**src/rtl/core/periodic_task_slot_scheduler_macros.svh**
```systemverilog
// assertion macros for the periodic task slot scheduler
`ifndef PERIODIC_TASK_SLOT_SCHEDULER_MACROS_SVH
`define PERIODIC_TASK_SLOT_SCHEDULER_MACROS_SVH

// same-cycle implication, checked out of reset
`define PTSS_ASSERT_NOW(label, clk, rst_n, ante, cons) \
    label: assert property (@(posedge clk) disable iff (!rst_n) (ante) |-> (cons)) \
        else $error("scheduler check failed");

// next-cycle implication, checked out of reset
`define PTSS_ASSERT_NEXT(label, clk, rst_n, ante, cons) \
    label: assert property (@(posedge clk) disable iff (!rst_n) (ante) |=> (cons)) \
        else $error("scheduler check failed");

`endif

```
**src/rtl/core/ptss_pkg.sv**
```systemverilog
// shared constants, codes and types of the periodic task slot scheduler
package ptss_pkg;

    // slot table size and derived widths
    localparam int NUM_SLOTS   = 8;
    localparam int SLOT_IW     = (NUM_SLOTS > 1) ? $clog2(NUM_SLOTS) : 1;
    localparam int MAX_RESULTS = 8;
    localparam int EMIT_W      = $clog2(MAX_RESULTS + 1);

    // field widths
    localparam int ACT_W  = 2;
    localparam int SLOT_W = 3;
    localparam int TASK_W = 16;
    localparam int CNT_W  = 16;
    localparam int TPS_W  = 8;

    // reset value of the ticks_per_step register
    localparam logic [TPS_W-1:0] TPS_RESET = TPS_W'(1);

    // command codes
    typedef enum logic [ACT_W-1:0] {
        ACT_TICK    = 2'd0,
        ACT_CREATE  = 2'd1,
        ACT_DELETE  = 2'd2,
        ACT_SET_RUN = 2'd3
    } t_action;

    // sequencer states
    typedef enum logic [1:0] {
        ST_IDLE,
        ST_SCAN,
        ST_FLUSH
    } t_state;

    // one slot record as it moves around the ring
    typedef struct packed {
        logic              valid;
        logic              run;
        logic [TASK_W-1:0] task_id;
        logic [CNT_W-1:0]  cnt;
        logic [CNT_W-1:0]  period;
    } t_slot_rec;

    // per-cell control
    typedef struct packed {
        logic shift;
        logic create;
        logic set_run;
        logic del;
    } t_cell_cmd;

endpackage

```
**src/rtl/core/ptss_cell.sv**
```systemverilog
// one slot cell of the rotating slot ring
module ptss_cell (
    input  logic                          i_clk,
    input  logic                          i_rst_n,
    input  ptss_pkg::t_cell_cmd           i_cmd,
    input  ptss_pkg::t_slot_rec           i_rec_in,
    input  logic [ptss_pkg::TASK_W-1:0]   i_task_id,
    input  logic [ptss_pkg::CNT_W-1:0]    i_first_delay,
    input  logic [ptss_pkg::CNT_W-1:0]    i_period,
    input  logic                          i_running,
    output ptss_pkg::t_slot_rec           o_rec
);

    logic                        r_valid;
    logic                        r_run;
    logic [ptss_pkg::TASK_W-1:0] r_task;
    logic [ptss_pkg::CNT_W-1:0]  r_cnt;
    logic [ptss_pkg::CNT_W-1:0]  r_period;

    // valid mark: shift, create, delete on identifier match
    always_ff @(posedge i_clk) begin
        if (!i_rst_n) begin
            r_valid <= 1'b0;
        end else if (i_cmd.shift) begin
            r_valid <= i_rec_in.valid;
        end else if (i_cmd.create) begin
            r_valid <= 1'b1;
        end else if (i_cmd.del && r_valid && (r_task == i_task_id)) begin
            r_valid <= 1'b0;
        end
    end

    // slot payload
    always_ff @(posedge i_clk) begin
        if (i_cmd.shift) begin
            r_run    <= i_rec_in.run;
            r_task   <= i_rec_in.task_id;
            r_cnt    <= i_rec_in.cnt;
            r_period <= i_rec_in.period;
        end else if (i_cmd.create) begin
            r_run    <= i_running;
            r_task   <= i_task_id;
            r_cnt    <= i_first_delay;
            r_period <= i_period;
        end else if (i_cmd.set_run) begin
            r_run    <= i_running;
        end
    end

    assign o_rec = '{valid: r_valid, run: r_run, task_id: r_task, cnt: r_cnt, period: r_period};

endmodule

```
**src/rtl/core/ptss_update.sv**
```systemverilog
// countdown and reload of the slot record leaving the head of the ring
module ptss_update (
    input  ptss_pkg::t_slot_rec i_rec,
    output ptss_pkg::t_slot_rec o_rec,
    output logic                o_fire
);

    logic active;

    assign active = i_rec.valid && i_rec.run;
    assign o_fire = active && (i_rec.cnt == '0);

    // reload on fire (period zero wraps to all ones), else count down while valid and running
    always_comb begin
        o_rec = i_rec;
        if (o_fire) begin
            o_rec.cnt = i_rec.period - ptss_pkg::CNT_W'(1);
        end else if (active) begin
            o_rec.cnt = i_rec.cnt - ptss_pkg::CNT_W'(1);
        end
    end

endmodule

```
**src/rtl/core/periodic_task_slot_scheduler.sv**
```systemverilog
// top level of the periodic task slot scheduler: ring of slot cells and step sequencer
//
//  channel   | direction | handshake                   | payload
//  ----------+-----------+-----------------------------+----------------------------------
//  command   | in        | start high, busy low        | action slot task_id first_delay
//            |           |                             | period running
//  fire      | out       | o_fire_strobe, one cycle    | fired_slot fired_task last
//  config    | in        | i_cfg_we                    | ticks_per_step
//
// create, delete, set running and a tick that does not end a step leave busy low;
// a tick that ends a step keeps busy high while the ring rotates once through the
// countdown unit, slot by slot, and then while the held result is flushed.
// a fire result is held until the next firing slot or the flush, then leaves in the cycle after,
// so the final one of a step shows in the first cycle after busy falls.
// synchronous active-low reset empties every slot, zeroes the prescaler and sets
// ticks_per_step to 1; results cannot be stalled.
module periodic_task_slot_scheduler (
    input  logic                          i_clk,
    input  logic                          i_rst_n,
    input  logic                          start,
    output logic                          busy,
    input  logic [ptss_pkg::ACT_W-1:0]    i_action,
    input  logic [ptss_pkg::SLOT_W-1:0]   i_slot,
    input  logic [ptss_pkg::TASK_W-1:0]   i_task_id,
    input  logic [ptss_pkg::CNT_W-1:0]    i_first_delay,
    input  logic [ptss_pkg::CNT_W-1:0]    i_period,
    input  logic                          i_running,
    input  logic                          i_cfg_we,
    input  logic [ptss_pkg::TPS_W-1:0]    i_cfg_wdata,
    output logic                          o_fire_strobe,
    output logic [ptss_pkg::SLOT_W-1:0]   o_fired_slot,
    output logic [ptss_pkg::TASK_W-1:0]   o_fired_task,
    output logic                          o_last
);

    localparam int N = ptss_pkg::NUM_SLOTS;

    ptss_pkg::t_state                 r_state, n_state;
    logic [ptss_pkg::TPS_W-1:0]       r_ticks_per_step;
    logic [ptss_pkg::TPS_W-1:0]       r_pre, n_pre;
    logic [ptss_pkg::SLOT_IW-1:0]     r_idx;
    logic [ptss_pkg::EMIT_W-1:0]      r_emit_cnt;
    logic                             r_pend_valid;
    logic [ptss_pkg::SLOT_W-1:0]      r_pend_slot;
    logic [ptss_pkg::TASK_W-1:0]      r_pend_task;
    logic                             r_out_valid;
    logic [ptss_pkg::SLOT_W-1:0]      r_out_slot;
    logic [ptss_pkg::TASK_W-1:0]      r_out_task;
    logic                             r_out_last;

    ptss_pkg::t_action                act;
    logic                             accept;
    logic                             step_go;
    logic                             scanning;
    logic                             flushing;
    logic                             scan_end;
    logic                             slot_ok;
    logic                             head_fire;
    logic                             take;
    logic                             out_load;
    ptss_pkg::t_slot_rec              ring [N];
    ptss_pkg::t_slot_rec              head_upd;

    assign act      = ptss_pkg::t_action'(i_action);
    assign accept   = start && !busy;
    assign slot_ok  = (32'(i_slot) < 32'(N));
    assign scan_end = (32'(r_idx) == 32'(N - 1));

    // prescaler next value and step start
    always_comb begin
        n_pre   = r_pre;
        step_go = 1'b0;
        if (accept && (act == ptss_pkg::ACT_TICK)) begin
            if ((r_pre + ptss_pkg::TPS_W'(1)) == r_ticks_per_step) begin
                n_pre   = '0;
                step_go = 1'b1;
            end else begin
                n_pre   = r_pre + ptss_pkg::TPS_W'(1);
            end
        end
    end

    // sequencer next state
    always_comb begin
        n_state = r_state;
        unique case (r_state)
            ptss_pkg::ST_IDLE:  if (step_go) n_state = ptss_pkg::ST_SCAN;
            ptss_pkg::ST_SCAN:  if (scan_end) n_state = ptss_pkg::ST_FLUSH;
            ptss_pkg::ST_FLUSH: n_state = ptss_pkg::ST_IDLE;
            default:            n_state = ptss_pkg::ST_IDLE;
        endcase
    end

    // sequencer outputs
    always_comb begin
        busy     = 1'b1;
        scanning = 1'b0;
        flushing = 1'b0;
        unique case (r_state)
            ptss_pkg::ST_IDLE:  busy     = 1'b0;
            ptss_pkg::ST_SCAN:  scanning = 1'b1;
            ptss_pkg::ST_FLUSH: flushing = 1'b1;
            default:            busy     = 1'b1;
        endcase
    end

    // ring of slot cells, rotating through the countdown unit at the head
    for (genvar k = 0; k < N; k++) begin : g_cell
        ptss_pkg::t_cell_cmd cmd;
        ptss_pkg::t_slot_rec rec_in;

        assign cmd.shift   = scanning;
        assign cmd.create  = accept && (act == ptss_pkg::ACT_CREATE) && slot_ok
                             && (32'(i_slot) == k);
        assign cmd.set_run = accept && (act == ptss_pkg::ACT_SET_RUN) && slot_ok
                             && (32'(i_slot) == k);
        assign cmd.del     = accept && (act == ptss_pkg::ACT_DELETE);
        assign rec_in      = (k == N - 1) ? head_upd : ring[(k + 1) % N];

        ptss_cell u_cell (
            .i_clk         (i_clk),
            .i_rst_n       (i_rst_n),
            .i_cmd         (cmd),
            .i_rec_in      (rec_in),
            .i_task_id     (i_task_id),
            .i_first_delay (i_first_delay),
            .i_period      (i_period),
            .i_running     (i_running),
            .o_rec         (ring[k])
        );
    end

    ptss_update u_update (
        .i_rec  (ring[0]),
        .o_rec  (head_upd),
        .o_fire (head_fire)
    );

    // a fire is held one place so the final one of the step can carry last
    assign take     = scanning && head_fire
                      && (r_emit_cnt < ptss_pkg::EMIT_W'(ptss_pkg::MAX_RESULTS));
    assign out_load = (take || flushing) && r_pend_valid;

    // control registers
    always_ff @(posedge i_clk) begin
        if (!i_rst_n) begin
            r_state          <= ptss_pkg::ST_IDLE;
            r_ticks_per_step <= ptss_pkg::TPS_RESET;
            r_pre            <= '0;
            r_idx            <= '0;
            r_emit_cnt       <= '0;
            r_pend_valid     <= 1'b0;
            r_out_valid      <= 1'b0;
        end else begin
            r_state     <= n_state;
            r_pre       <= n_pre;
            r_out_valid <= out_load;
            if (i_cfg_we) begin
                r_ticks_per_step <= i_cfg_wdata;
            end
            if (scanning) begin
                r_idx <= r_idx + ptss_pkg::SLOT_IW'(1);
            end else begin
                r_idx <= '0;
            end
            if (step_go) begin
                r_emit_cnt <= '0;
            end else if (take) begin
                r_emit_cnt <= r_emit_cnt + ptss_pkg::EMIT_W'(1);
            end
            if (take) begin
                r_pend_valid <= 1'b1;
            end else if (flushing) begin
                r_pend_valid <= 1'b0;
            end
        end
    end

    // result payload
    always_ff @(posedge i_clk) begin
        if (take) begin
            r_pend_slot <= ptss_pkg::SLOT_W'(r_idx);
            r_pend_task <= ring[0].task_id;
        end
        if (out_load) begin
            r_out_slot <= r_pend_slot;
            r_out_task <= r_pend_task;
            r_out_last <= flushing;
        end
    end

    assign o_fire_strobe = r_out_valid;
    assign o_fired_slot  = r_out_slot;
    assign o_fired_task  = r_out_task;
    assign o_last        = r_out_last;

    `include "periodic_task_slot_scheduler_macros.svh"

    // scan lasts exactly one pass over the ring
    `PTSS_ASSERT_NEXT(a_scan_len, i_clk, i_rst_n, scanning && scan_end, flushing)
    // no held result survives a step
    `PTSS_ASSERT_NOW(a_pend_idle, i_clk, i_rst_n, !busy, !r_pend_valid)
    // result count per step stays within limit
    `PTSS_ASSERT_NOW(a_emit_cap, i_clk, i_rst_n, 1'b1, r_emit_cnt <= 4'(ptss_pkg::MAX_RESULTS))
    // nothing follows the final result directly
    `PTSS_ASSERT_NEXT(a_last_gap, i_clk, i_rst_n, o_fire_strobe && o_last, !o_fire_strobe)

endmodule
```
**config.mk**
```make
export PLATFORM = sky130hd
export DESIGN_NAME = periodic_task_slot_scheduler
export DESIGN_NICKNAME = d
export VERILOG_FILES = /design/src/rtl/core/ptss_pkg.sv /design/src/rtl/core/ptss_cell.sv /design/src/rtl/core/ptss_update.sv /design/src/rtl/core/periodic_task_slot_scheduler.sv
export VERILOG_INCLUDE_DIRS = /design/src /design/src/rtl/core
export SDC_FILE = /design/constraint.sdc
export NUM_CORES = 1
export LEC_CHECK = 0
export ABC_AREA = 1
export BUFFER_PORTS_ARGS = -buffer_cell sky130_fd_sc_hd__buf_2
export CAP_MARGIN = 20
export CORE_MARGIN = 2
export CORE_UTILIZATION = 35
export CTS_BUF_LIST = sky130_fd_sc_hd__clkbuf_8
export CTS_CLUSTER_SIZE = 28
export DETAILED_ROUTE_END_ITERATION = 8
export PLACE_DENSITY = 0.47
export SYNTH_ARGS = -nofsm -noshare
export SYNTH_HDL_FRONTEND = slang
export SYNTH_SLANG_ARGS = --single-unit
```
**constraint.sdc**
```tcl
create_clock -name i_clk -period 8.7 [get_ports i_clk]
set_input_delay 1.305 -clock i_clk [delete_from_list [all_inputs] [get_ports i_clk]]
set_output_delay 1.305 -clock i_clk [all_outputs]
set_load 0.02 [all_outputs]
```
== Word level (Yosys, flattened, before mapping) ==
Cells that the tools add are included.
Storage, ports and cells
  flip-flop bits (word level): 466
  bits of input ports: 66
  output and inout bits: 22
  word-level logic and storage cells: 267
Cells by class
  equality and inequality tests: 24
  mux-type cells: 109
  $lt $le $gt $ge: 1
  add/subtract/negate cells: 5
  reduce and logical (&&, ||, !) cells: 75
  bitwise logic cells: 1
Operator list (count)
  16-bit two-way mux: 50
  16-bit == test: 8
  1-bit two-way mux: 55
  3-bit nonzero test: 16
  1-bit logical AND: 42
  16-bit by 1-bit subtractor with 16-bit output (second input constant): 2
  2-bit nonzero test: 9
  16-bit logical NOT: 1
  3-bit == test (second input constant): 5
  8-bit by 1-bit adder with 8-bit output (second input constant): 1
  8-bit == test: 1
  8-bit two-way mux: 1
  2-bit == test (second input constant): 3
  3-bit by 2-bit == test with 1-bit output (second input constant): 2
  4-bit by 1-bit adder with 4-bit output (second input constant): 1
  2-bit by 1-bit == test with 1-bit output (second input constant): 2
  2-bit logical NOT: 2
  4-bit less-than comparator (second input constant): 1
  2-bit two-way mux: 2
  2-bit != test (second input constant): 2
  2-bit case mux with 2 select lines: 1
  2-bit AND reduction: 2
  3-bit by 1-bit adder with 3-bit output (second input constant): 1
  3-bit by 1-bit == test with 1-bit output (second input constant): 1
  other kinds (4): 4

== Logic depth before layout (Yosys ltp) ==
Gate-level depths: netlist of run 1.
  depth after elaboration: 8
  gate-level depth with buffers: 13
  mapped depth without buffers: 12

== Modules after synthesis ==
From an unflattened synthesis of run 1, not the netlist that was laid out.
Second synthesis, totals
  cells, all modules: 2809
  area, all modules: 23866.6 um2
Modules (own cells, without submodules)
  ptss_cell: area an instance 2479.9 um2, cells an instance 284, seq. area each 1491.4 um2, times used 8
  periodic_task_slot_scheduler: area an instance 2661.3 um2, cells an instance 272, seq. area each 1711.6 um2, times used 1
  ptss_update: area an instance 1366.3 um2, cells an instance 265, seq. area each 0.0 um2, times used 1

== Least setup slack after synthesis of run 1 ==
Ideal clock, no wire load.
  kind: input -> register
  start point: input port start
  end point: register g_cell[0].u_cell.r_cnt[0] (netlist bit) (enable)
  library setup time: 0.522 ns
  path buffers: 0
  data required time: 8.178 ns
  stages: 4
  arrival time: 5.148 ns
  slack: 3.029 ns
  cells stage by stage: nand3_1 nor2_1 nand4_1 o21ai_0
Between the ends
  cells in the longest elaborated chain, start to end: 4
Ends and longest elaborated chain
  start, declared: RTL line periodic_task_slot_scheduler.sv:20  | input logic start,
  1-bit logical AND: RTL line periodic_task_slot_scheduler.sv:65  | assign accept = start && !busy;
  1-bit logical AND: RTL line periodic_task_slot_scheduler.sv:113  | assign cmd.create = accept && (act == ptss_pkg::ACT_CREATE) && slot_ok
  1-bit logical AND: RTL line periodic_task_slot_scheduler.sv:114  | && (32'(i_slot) == k);
  2-bit nonzero test (no line)
  end signal, assigned: RTL line ptss_cell.sv:38  | r_cnt <= i_rec_in.cnt;
  end signal, assigned: RTL line ptss_cell.sv:43  | r_cnt <= i_first_delay;
  end, declared: RTL line ptss_cell.sv:17  | logic [ptss_pkg::CNT_W-1:0] r_cnt;
Every way passes these cells.
A chain may end at the register's enable or synchronous reset.

== Worst setup path in the final report of run 1 ==
  start point: input port start
  end point: register g_cell[3].u_cell.r_cnt[13] (netlist bit) (enable)
Between the ends
  cells in the longest elaborated chain, start to end: 4
Ends and longest elaborated chain (RTL line)
  1-bit logical AND: periodic_task_slot_scheduler.sv:65
  1-bit logical AND: periodic_task_slot_scheduler.sv:113
  1-bit logical AND: periodic_task_slot_scheduler.sv:114
  2-bit nonzero test (no line)
  end signal, assigned: ptss_cell.sv:38
  end signal, assigned: ptss_cell.sv:43
  end, declared: ptss_cell.sv:17
Every way passes these cells.

==> results of run 1 <==
## layout make-up
class,count,area share (%)
inverters,127,2.04
multi-input cells,1385,27.2
diodes,3,0.0319
clock buffers,88,5.15
flip-flops and latches,466,58.0
clock inverters,62,1.06
repair buffers,103,2.36
well taps,773,4.11
## cell families (layout without fill, tap and decap cells)
kind of cell / count (synthesis) / in the layout / share of synthesized area, %
and+or+nand+nor: 1120 / 1120 / 21.7
AOI/OAI and AO/OA: 139 / 139 / 3.44
DFF: 466 / 466 / 65.4
other: 0 / 3 / 0
xor gates and xnor gates: 120 / 120 / 5.04
buffers and inverters: 200 / 380 / 4.02
adders and majority gates: 6 / 6 / 0.360
## worst max-delay path, cell delays in order
cell and delay, ns:
buf_2 0.09, nand3_1 0.13, nor2_1 0.26, inv_1 0.16, nor2_1 0.11, inv_1 0.10
nor2_1 0.10, nor2_1 0.06, inv_2 0.53, buf_4 0.56
## power groups by stage
stage	logic, mW	clock network [mW]	registers [mW]
6_report	0.241	1.85	2.51
5_1_grt	0.277	2.01	2.52
4_1_cts	0.247	1.92	2.51
3_5_place_dp	0.246	0	2.56
3_3_place_gp	0.244	0	2.56
2_1_floorplan	0.165	0	2.55
## metal layers
| layer | vias to the layer above | routed length, um | track usage [%] |
|---|---|---|---|
| li1 | 6990 | - | - |
| met4 | 0 | 1590 | 7.06 |
| met2 | 313 | 23600 | 26.8 |
| met5 | - | 0 | 0 |
| met1 | 6866 | 23900 | 23.2 |
| met3 | 100 | 2620 | 3.14 |
## path summary, 6_finish.rpt
path	to	cells past startpoint
max	g_cell[3].u_cell.r_cnt[13]$_DFFE_PP_	10
min	o_fired_task[11]$_DFFE_PP_	0
max reg2reg	g_cell[3].u_cell.r_cnt[13]$_DFFE_PP_	6
min reg2reg	o_fired_task[11]$_DFFE_PP_	0
## layout by cell type, fill, tap and decap left out, types with 12 or more instances in the layout
| cell type | count |
|---|---|
| nand2_1 | 859 |
| edfxtp_1 | 431 |
| inv_1 | 146 |
| nor2_1 | 128 |
| o21ai_0 | 91 |
| clkbuf_8 | 88 |
| buf_2 | 87 |
| xnor2_1 | 68 |
| nand3_1 | 54 |
| xor2_1 | 52 |
| a21oi_1 | 35 |
| dfxtp_1 | 35 |
| nor3_1 | 23 |
| clkinv_1 | 21 |
| nand4_1 | 20 |
| buf_4 | 16 |
| clkinv_2 | 12 |
## flip-flops by register name, indices dropped and copies added, names as in the netlist
signal and flops:
r_state 2, o_fired_slot 3, o_fire_strobe 1, o_last 1, r_pend_slot 3, r_pend_task 16, g_cell.u_cell.r_task 128, r_pend_valid 1
r_emit_cnt 4, g_cell.u_cell.r_run 8, o_fired_task 16, g_cell.u_cell.r_period 128, g_cell.u_cell.r_cnt 128, r_ticks_per_step 8, g_cell.u_cell.r_valid 8, r_pre 8
r_idx 3
## stage by stage
| step | std cells | hold WS, ns | worst slack (ns) | power (mW) | cell area [sq um] |
|---|---|---|---|---|---|
| CTS | 3004 | 0.410 | 5.53 | 4.68 | 23500 |
| global placement | 2854 | 0.403 | 4.87 | 2.80 | 22000 |
| detailed placement | 2854 | 0.405 | 4.85 | 2.80 | 22000 |
| floorplan | 2051 | 0.400 | 3.03 | 2.72 | 20800 |
| global route | 3006 | 0.422 | 5.38 | 4.80 | 23500 |
| finish | 3007 | 0.412 | 5.54 | 4.60 | 23500 |
==> impl_metrics.csv, run 1 <==
group,metric,value,unit
sta,setup_viol,0,
global_route,grt_start_max_net_pins,106,
synth,synth-edff-count,431,
place,globalplace.congestion,0.829,
synth,synth_cell_types,38,
critical_path,crit_type,"input port to flop",
global_route,antenna_found_initial,2,
sta,tightest_slew,1.04,ns
pwr,p_clk_share,40.2,%
clock_network,numCtsBuffers,85,
global_route,grt_use_total,17.0,%
synth,syn_inst,2051,
sta,fin_tns_setup,0,ns
place,portBuffers,87,
synth,ys_ff_latch,466,
routing,drc_errors,0,
global_route,grt_pass1_vias,14200,
floorplanning,die_h,248,um
critical_path,endpoint_kind,"flop",
global_route,grt_pass1_wl,80100,um
layout,seqCellArea,13600,sq um
sta,fmax,316,MHz
routing,avgViaCountPerCell,4.75,
hold_path,min_path_type,"flop to flop",
layout,layout.nets,2240,
synth,syn_avg_cell_area,10.2,sq um
routing,drtAntennaViolNets,0,
critical_path,reg2reg_setup_slack,5.88,ns
synth,ys_warn_count,0,
layout,drive_gt1_share,11.0,%
pwr,power.density,196,nW/um^2
floorplanning,floorplan.initialDensity,35.4,%
floorplanning,die_w,248,um
layout,syn2layout_area_growth,12.8,%
clock_network,clock_path_buffers,3,
pwr,pwr-share-seq,54.6,%
pwr,p_int,3.50,mW
layout,num-fill-cells,5838,
floorplanning,pin_count,88,
clock_network,cts-root-buf,"clkbuf_8",
sta,rsz0062_at_grt,"no",
critical_path,timing.rr.start,"r_state[0]$_SDFFE_PN0P_",
synth,synth_largest_area_cell,"edfxtp_1",
pwr,power_frac_comb,5.2,%
pwr,switching_share,24.1,%
synth,syn_area,20800,sq um
place,dp_hpwl,32900,um
layout,post-route-util,39.9,%
synth,synthTopCellsByArea,"edfxtp_1 (62%), nand2_1 (15%), dfxtp_1 (3.4%)",
floorplanning,dieArea,61500,sq um
clock_network,ctsResizeCount,0,
clock_network,cts_hold_buf,0,
clock_network,cts.sinks,466,
sta,finalCritPeriodShare,36.3,%
sta,clock_skew,0.0402,ns
flow_run,cap_viol_max_count,0,
synth,synth.most_common_cell,"nand2_1",
synth,yosysSeqAreaShare,65.4,%
synth,synth.top_cells.by_count,"nand2_1 (859), edfxtp_1 (431), nor2_1 (129), inv_1 (123), o21ai_0 (93)",
outcome,status,"finished clean",
critical_path,cp-start-kind,"input port",
floorplanning,core_region_area,58900,sq um
clock_network,clock_latency,0.66,ns
hold_path,min_from,"r_pend_task[11]$_DFFE_PP_",
sta,period_needed,3.16,ns
sta,finalMaxSlewViolations,0,
layout,multiInputGateArea,6390,sq um
global_route,overflow,0,
routing,drt-wirelength-per-cell,17.2,um
clock_network,clk_pin_slew,0.06,ns
clock_network,cts_setup_buffers,0,
clock_network,cts_tree,"built",
critical_path,cp_data_required_time,8.97,ns
pwr,vdd_ir_drop_max,0.103,mV
routing,vias,14300,
pwr,power.leakage,8.92,nW
floorplanning,row_count,89,
critical_path,worstPathArrival,3.43,ns
routing,dr.pass1.iters,5,
sta,slew-limit-headroom,31.0,%
critical_path,crit_fanout,28,
routing,wirelength,51800,um
routing,drt-initial-drc-count,965,
synth,ys.flop_type,"edfxtp_1",
synth,syn_nets,2123,
clock_network,htreeDepth,3,
pwr,p_sw,1.11,mW
critical_path,startpoint,"start",
sta,finalHoldViolCount,0,
synth,synthArstFlopShare,0,%
synth,synth_top_area_share,62.1,%
(Power assumes the default switching activity.)
==> run 2, diff against run 1 <==
--- a/config.mk
+++ b/config.mk
@@ -14,7 +14,7 @@
 export CTS_BUF_LIST = sky130_fd_sc_hd__clkbuf_8
 export CTS_CLUSTER_SIZE = 28
 export DETAILED_ROUTE_END_ITERATION = 8
-export PLACE_DENSITY = 0.47
+export PLACE_DENSITY = 0.49
 export SYNTH_ARGS = -nofsm -noshare
 export SYNTH_HDL_FRONTEND = slang
 export SYNTH_SLANG_ARGS = --single-unit
==> constraint.sdc (replaced) <==
create_clock -name i_clk -period 2.8 [get_ports i_clk]
set_input_delay 0.42 -clock i_clk [delete_from_list [all_inputs] [get_ports i_clk]]
set_output_delay 0.42 -clock i_clk [all_outputs]
set_load 0.02 [all_outputs]
==> impl_metrics.csv, run 2 (synthesis results as in run 1) <==
group,metric,value,unit
outcome,status,"finished clean",
clock_network,clock_latency,0.66,ns
routing,drt-wirelength-per-cell,17.2,um
pwr,vdd_ir_drop_max,0.265,mV
floorplanning,die_h,248,um
clock_network,cts-root-buf,"clkbuf_8",
floorplanning,dieArea,61500,sq um
critical_path,crit_fanout,19,
routing,drtAntennaViolNets,0,
sta,clock_skew,0.0321,ns
sta,fin_tns_setup,0,ns
clock_network,numCtsBuffers,83,
hold_path,min_path_type,"input port to flop",
pwr,power,14.4,mW
global_route,grt_start_max_net_pins,153,
critical_path,worstPathArrival,2.61,ns
sta,finalHoldViolCount,0,
floorplanning,pin_count,88,
pwr,power.leakage,9.02,nW
sta,period_needed,2.31,ns
layout,layout.nets,2253,
clock_network,cts_tree,"built",
pwr,p_int,10.9,mW
pwr,p_clk_share,40.3,%
layout,most-common-layout-cells,"nand2_1 (859), edfxtp_1 (431), inv_1 (138), nor2_1 (128), o21ai_0 (91)",
pwr,power_frac_comb,5.4,%
floorplanning,floorplan.initialDensity,35.4,%
floorplanning,die_w,248,um
layout,multiInputGateArea,6400,sq um
clock_network,htreeDepth,3,
critical_path,cp-start-kind,"flop",
floorplanning,row_count,89,
sta,tightest_slew,0.693,ns
global_route,antenna_found_initial,3,
routing,vias,14300,
critical_path,crit_type,"flop to flop",
floorplanning,core_region_area,58900,sq um
place,dp_hpwl,33300,um
clock_network,cts_setup_buffers,0,
flow_run,cap_viol_max_count,0,
routing,wirelength,51900,um
routing,dr.pass1.iters,5,
pwr,p_sw,3.49,mW
routing,avgViaCountPerCell,4.75,
sta,slew-limit-headroom,53.8,%
layout,reg_top3,"g_cell.u_cell.r_cnt x128, g_cell.u_cell.r_period x128, g_cell.u_cell.r_task x128",
sta,rsz0062_at_grt,"no",
layout,seqCellArea,13600,sq um
pwr,switching_share,24.3,%
routing,drc_errors,0,
sta,fmax,433,MHz
global_route,grt_pass1_wl,81200,um
critical_path,cp_data_required_time,3.10,ns
place,portBuffers,87,
sta,finalMaxSlewViolations,0,
global_route,grt_use_total,17.2,%
global_route,grt_pass1_vias,14300,
clock_network,clock_path_buffers,3,
pwr,power.density,603,nW/um^2
sta,setup_viol,0,
layout,syn2layout_area_growth,14.3,%
place,globalplace.congestion,0.856,
global_route,overflow,0,
layout,layout_commonest_cell,"nand2_1",
clock_network,cts.sinks,466,
pwr,pwr-share-seq,54.3,%
clock_network,clk_pin_slew,0.06,ns
routing,drt-initial-drc-count,960,
clock_network,cts_hold_buf,5,
clock_network,ctsResizeCount,0,
layout,drive_gt1_share,11.5,%
sta,finalCritPeriodShare,82.5,%
layout,num-fill-cells,5782,
critical_path,endpoint_kind,"flop",
-- run 2: worst max-delay path, cell delays in order (launching register included) --
cell and delay [ns]:
edfxtp_1 0.42, inv_1 0.10, ha_1 0.17, inv_1 0.08, nor2_4 0.12, nand4_1 0.17, nor2_1 0.19, nand3_1 0.16
nor3_4 0.14, buf_4 0.34
-- run 2: path summary, 6_finish.rpt --
path	from	end	slack, ns	depth (start not counted)
setup reg to reg	g_cell[0].u_cell.r_cnt[1]$_DFFE_PP_	r_pend_task[2]$_DFFE_PP_	0.49	9
hold reg to reg	r_pend_task[0]$_DFFE_PP_	o_fired_task[0]$_DFFE_PP_	0.41	0
setup / recovery	g_cell[0].u_cell.r_cnt[1]$_DFFE_PP_	r_pend_task[2]$_DFFE_PP_	0.49	9
hold / removal	i_cfg_wdata[1]	r_ticks_per_step[1]$_SDFFE_PN0P_	0.06	3
-- run 2: final cells by class --
cell class | instances | area share, %
well taps | 773 | 4.06
clock inverters | 60 | 1.06
inverters | 127 | 2.02
diodes | 1 | 0.0105
flip-flops and latches | 466 | 57.3
clock buffers | 88 | 5.08
repair buffers | 118 | 3.64
multi-input cells | 1385 | 26.9
-- run 2: power by group through the flow --
stage                     logic, mW  registers (mW)  clock network, mW
after floorplan               0.512            7.93                  0
after global placement        0.773            7.95                  0
after detailed placement      0.784            7.95                  0
after CTS                     0.794            7.81               5.99
after global routing          0.893            7.81               6.30
final                         0.777            7.81               5.79
-- run 2: per-layer routing --
| metal | part of all wire (%) | GRT usage (%) | wire length (um) | up-vias |
|---|---|---|---|---|
| met3 | 4.7 | 3.36 | 2470 | 88 |
| met2 | 46 | 27.4 | 23900 | 305 |
| li1 | - | - | - | 7013 |
| met4 | 2.7 | 6.67 | 1410 | 2 |
| met5 | 0.027 | 0 | 14 | - |
| met1 | 46 | 23.3 | 24100 | 6935 |
-- run 2: stage by stage --
stage | hold WS [ns] | cells | cell area [sq um] | setup WS [ns] | utilization [%]
6_report | 0.0620 | 3018 | 23800 | 0.489 | 40.4
2_1_floorplan | 0.400 | 2051 | 20900 | 0.246 | -
5_1_grt | 0.0643 | 3018 | 23800 | 0.303 | 40.4
3_3_place_gp | 0.402 | 2864 | 22300 | 0.412 | 37.9
4_1_cts | 0.0103 | 3017 | 23800 | 0.518 | 40.4
3_5_place_dp | 0.405 | 2864 | 22300 | 0.429 | 37.9
==> run 3, diff against run 2 <==
--- a/config.mk
+++ b/config.mk
@@ -14,7 +14,7 @@
 export CTS_BUF_LIST = sky130_fd_sc_hd__clkbuf_8
 export CTS_CLUSTER_SIZE = 28
 export DETAILED_ROUTE_END_ITERATION = 8
-export PLACE_DENSITY = 0.49
+export PLACE_DENSITY = 0.47
 export SYNTH_ARGS = -nofsm -noshare
 export SYNTH_HDL_FRONTEND = slang
 export SYNTH_SLANG_ARGS = --single-unit
==> constraint.sdc (replaced) <==
create_clock -name i_clk -period 2.4 [get_ports i_clk]
set_input_delay 0.36 -clock i_clk [delete_from_list [all_inputs] [get_ports i_clk]]
set_output_delay 0.36 -clock i_clk [all_outputs]
set_load 0.02 [all_outputs]
==> impl_metrics.csv, run 3 (synthesis results as in run 1) <==
group,metric,value,unit
critical_path,endpoint_kind,"flop",
critical_path,r2r_end,"g_cell[3].u_cell.r_period[11]$_DFFE_PP_",
routing,drt-wirelength-per-cell,17.3,um
routing,drt-initial-drc-count,1079,
layout,layout.nets,2270,
clock_network,numCtsBuffers,85,
sta,setup_viol,0,
sta,finalMaxSlewViolations,0,
sta,period_needed,2.15,ns
global_route,grt_use_total,17.4,%
pwr,switching_share,23.7,%
layout,drive_gt1_share,11.9,%
clock_network,cts.sinks,466,
sta,rsz0062_at_grt,"no",
floorplanning,floorplan.initialDensity,35.4,%
clock_network,cts-root-buf,"clkbuf_8",
clock_network,clock_path_buffers,3,
clock_network,clk_pin_slew,0.06,ns
clock_network,clock_latency,0.67,ns
global_route,grt_pass1_wl,81700,um
pwr,power.density,707,nW/um^2
floorplanning,pin_count,88,
layout,final_cells,3035,
place,dp_hpwl,34100,um
global_route,grt_pass1_vias,14200,
global_route,grt_start_max_net_pins,131,
routing,drc_errors,0,
pwr,p_clk_share,41.2,%
sta,fmax,466,MHz
sta,slew-limit-headroom,60.7,%
sta,finalHoldViolCount,0,
routing,drtAntennaViolNets,0,
sta,clock_skew,0.0398,ns
clock_network,cts_tree,"built",
pwr,p_int,13.0,mW
critical_path,reg2reg_setup_slack,0.25,ns
flow_run,cap_viol_max_count,0,
routing,avgViaCountPerCell,4.75,
floorplanning,die_h,248,um
global_route,antenna_found_initial,1,
sta,fin_tns_setup,0,ns
pwr,power.leakage,9.15,nW
place,portBuffers,87,
floorplanning,core_region_area,58900,sq um
layout,num-fill-cells,5746,
sta,tightest_slew,0.590,ns
critical_path,reg2reg_depth,10,
floorplanning,die_w,248,um
pwr,p_sw,4.05,mW
layout,reg_top3,"g_cell.u_cell.r_cnt x128, g_cell.u_cell.r_period x128, g_cell.u_cell.r_task x128",
pwr,power_frac_comb,5.4,%
critical_path,cp_data_required_time,2.79,ns
critical_path,crit_type,"flop to flop",
place,globalplace.congestion,0.864,
floorplanning,row_count,89,
hold_path,min_from,"i_running",
pwr,vdd_ir_drop_max,0.406,mV
routing,dr.pass1.iters,5,
place,dp_cells,2872,
sta,finalCritPeriodShare,89.5,%
floorplanning,dieArea,61500,sq um
critical_path,worstPathArrival,2.54,ns
routing,wirelength,52500,um
clock_network,htreeDepth,3,
outcome,status,"finished clean",
global_route,overflow,0,
critical_path,crit_fanout,18,
layout,most-common-layout-cells,"nand2_1 (859), edfxtp_1 (431), inv_1 (151), nor2_1 (128)",
critical_path,timing.rr.start,"r_state[1]$_SDFFE_PN0P_",
hold_path,worstHoldEndpoint,"g_cell[7].u_cell.r_run$_DFFE_PP_",
critical_path,cp-start-kind,"flop",
layout,layout_commonest_cell,"nand2_1",
pwr,pwr-share-seq,53.3,%
hold_path,min_path_type,"input port to flop",
routing,vias,14400,
hold_path,min_path_cells,3,
layout,syn2layout_area_growth,15.9,%
==> run 3: changes by cell type in the layout (fill, tap and decap cells not counted) <==
cell / before / now
inv_6: 1 / 2
clkinv_1: 23 / 9
inv_1: 138 / 151
clkinvlp_4: 1 / 8
diode_2: 1 / 2
inv_2: 8 / 2
clkinv_2: 15 / 10
bufinv_16: 0 / 2
clkbuf_8: 88 / 91
buf_12: 15 / 23
dlygate4sd3_1: 5 / 12
==> run 3: layout make-up <==
class	count	area, sq um	share of cell area, %
antenna	2	5.00	0.0207
tap	773	967	4.00
clock buffer	91	1250	5.18
clock inverter	58	299	1.24
sequential	466	13600	56.4
multi-input combinational	1385	6400	26.5
inverter	127	503	2.08
timing repair buffer	133	1100	4.55
==> run 3: what timing repair did <==
item | CTS | global route
hold endpoints to repair | 8 | 0
hold buffers | 12 | 0
resized for setup | 0 | 0
setup buffers | 0 | 0
==> run 3: stage by stage <==
stage	hold WS, ns	total power [mW]	setup slack (ns)	util [%]	area, sq um
after floorplan	0.400	9.85	0.157	-	20900
after global placement	0.400	10.2	0.245	38.2	22500
after detailed placement	0.405	10.2	0.198	38.2	22500
after CTS	0.0554	17.4	0.188	41.0	24200
after global routing	0.103	17.8	0.0544	41.0	24200
final	0.124	17.1	0.253	41.0	24200
==> run 3: worst max-delay path by stage <==
stage / end / slack [ns] / from
global placement: g_cell[1].u_cell.r_period[11]$_DFFE_PP_ / 0.25 / start
floorplan: g_cell[1].u_cell.r_cnt[0]$_DFFE_PP_ / 0.16 / r_state[1]$_SDFFE_PN0P_
finish: g_cell[3].u_cell.r_period[11]$_DFFE_PP_ / 0.25 / r_state[1]$_SDFFE_PN0P_
global route: g_cell[3].u_cell.r_period[11]$_DFFE_PP_ / 0.05 / r_state[1]$_SDFFE_PN0P_
CTS: g_cell[3].u_cell.r_period[10]$_DFFE_PP_ / 0.19 / r_state[1]$_SDFFE_PN0P_
detailed placement: g_cell[5].u_cell.r_task[11]$_DFFE_PP_ / 0.20 / start
==> run 3: critical path, stage by stage, from the launching register on <==
cell and delay, ns:
dfxtp_1 0.38, inv_1 0.08, nand3_1 0.14, nor2_1 0.11, inv_1 0.16, nor2_1 0.06
inv_1 0.15, nor2_1 0.06, nor2_1 0.25, clkinvlp_4 0.25, buf_12 0.22
==> run 3: power by group through the flow <==
| stage | Sequential, mW | Combinational [mW] | Clock (mW) |
|---|---|---|---|
| finish | 9.11 | 0.929 | 7.04 |
| global route | 9.12 | 1.06 | 7.63 |
| CTS | 9.11 | 0.951 | 7.30 |
| detailed placement | 9.27 | 0.930 | 0 |
| global placement | 9.27 | 0.918 | 0 |
| floorplan | 9.25 | 0.600 | 0 |
==> run 3: per-layer routing <==
layer / wire length, um / GRT usage [%]
met5: 0 / 0
met4: 1110 / 6.23
met3: 2480 / 3.03
met2: 24200 / 27.5
met1: 24800 / 24.0
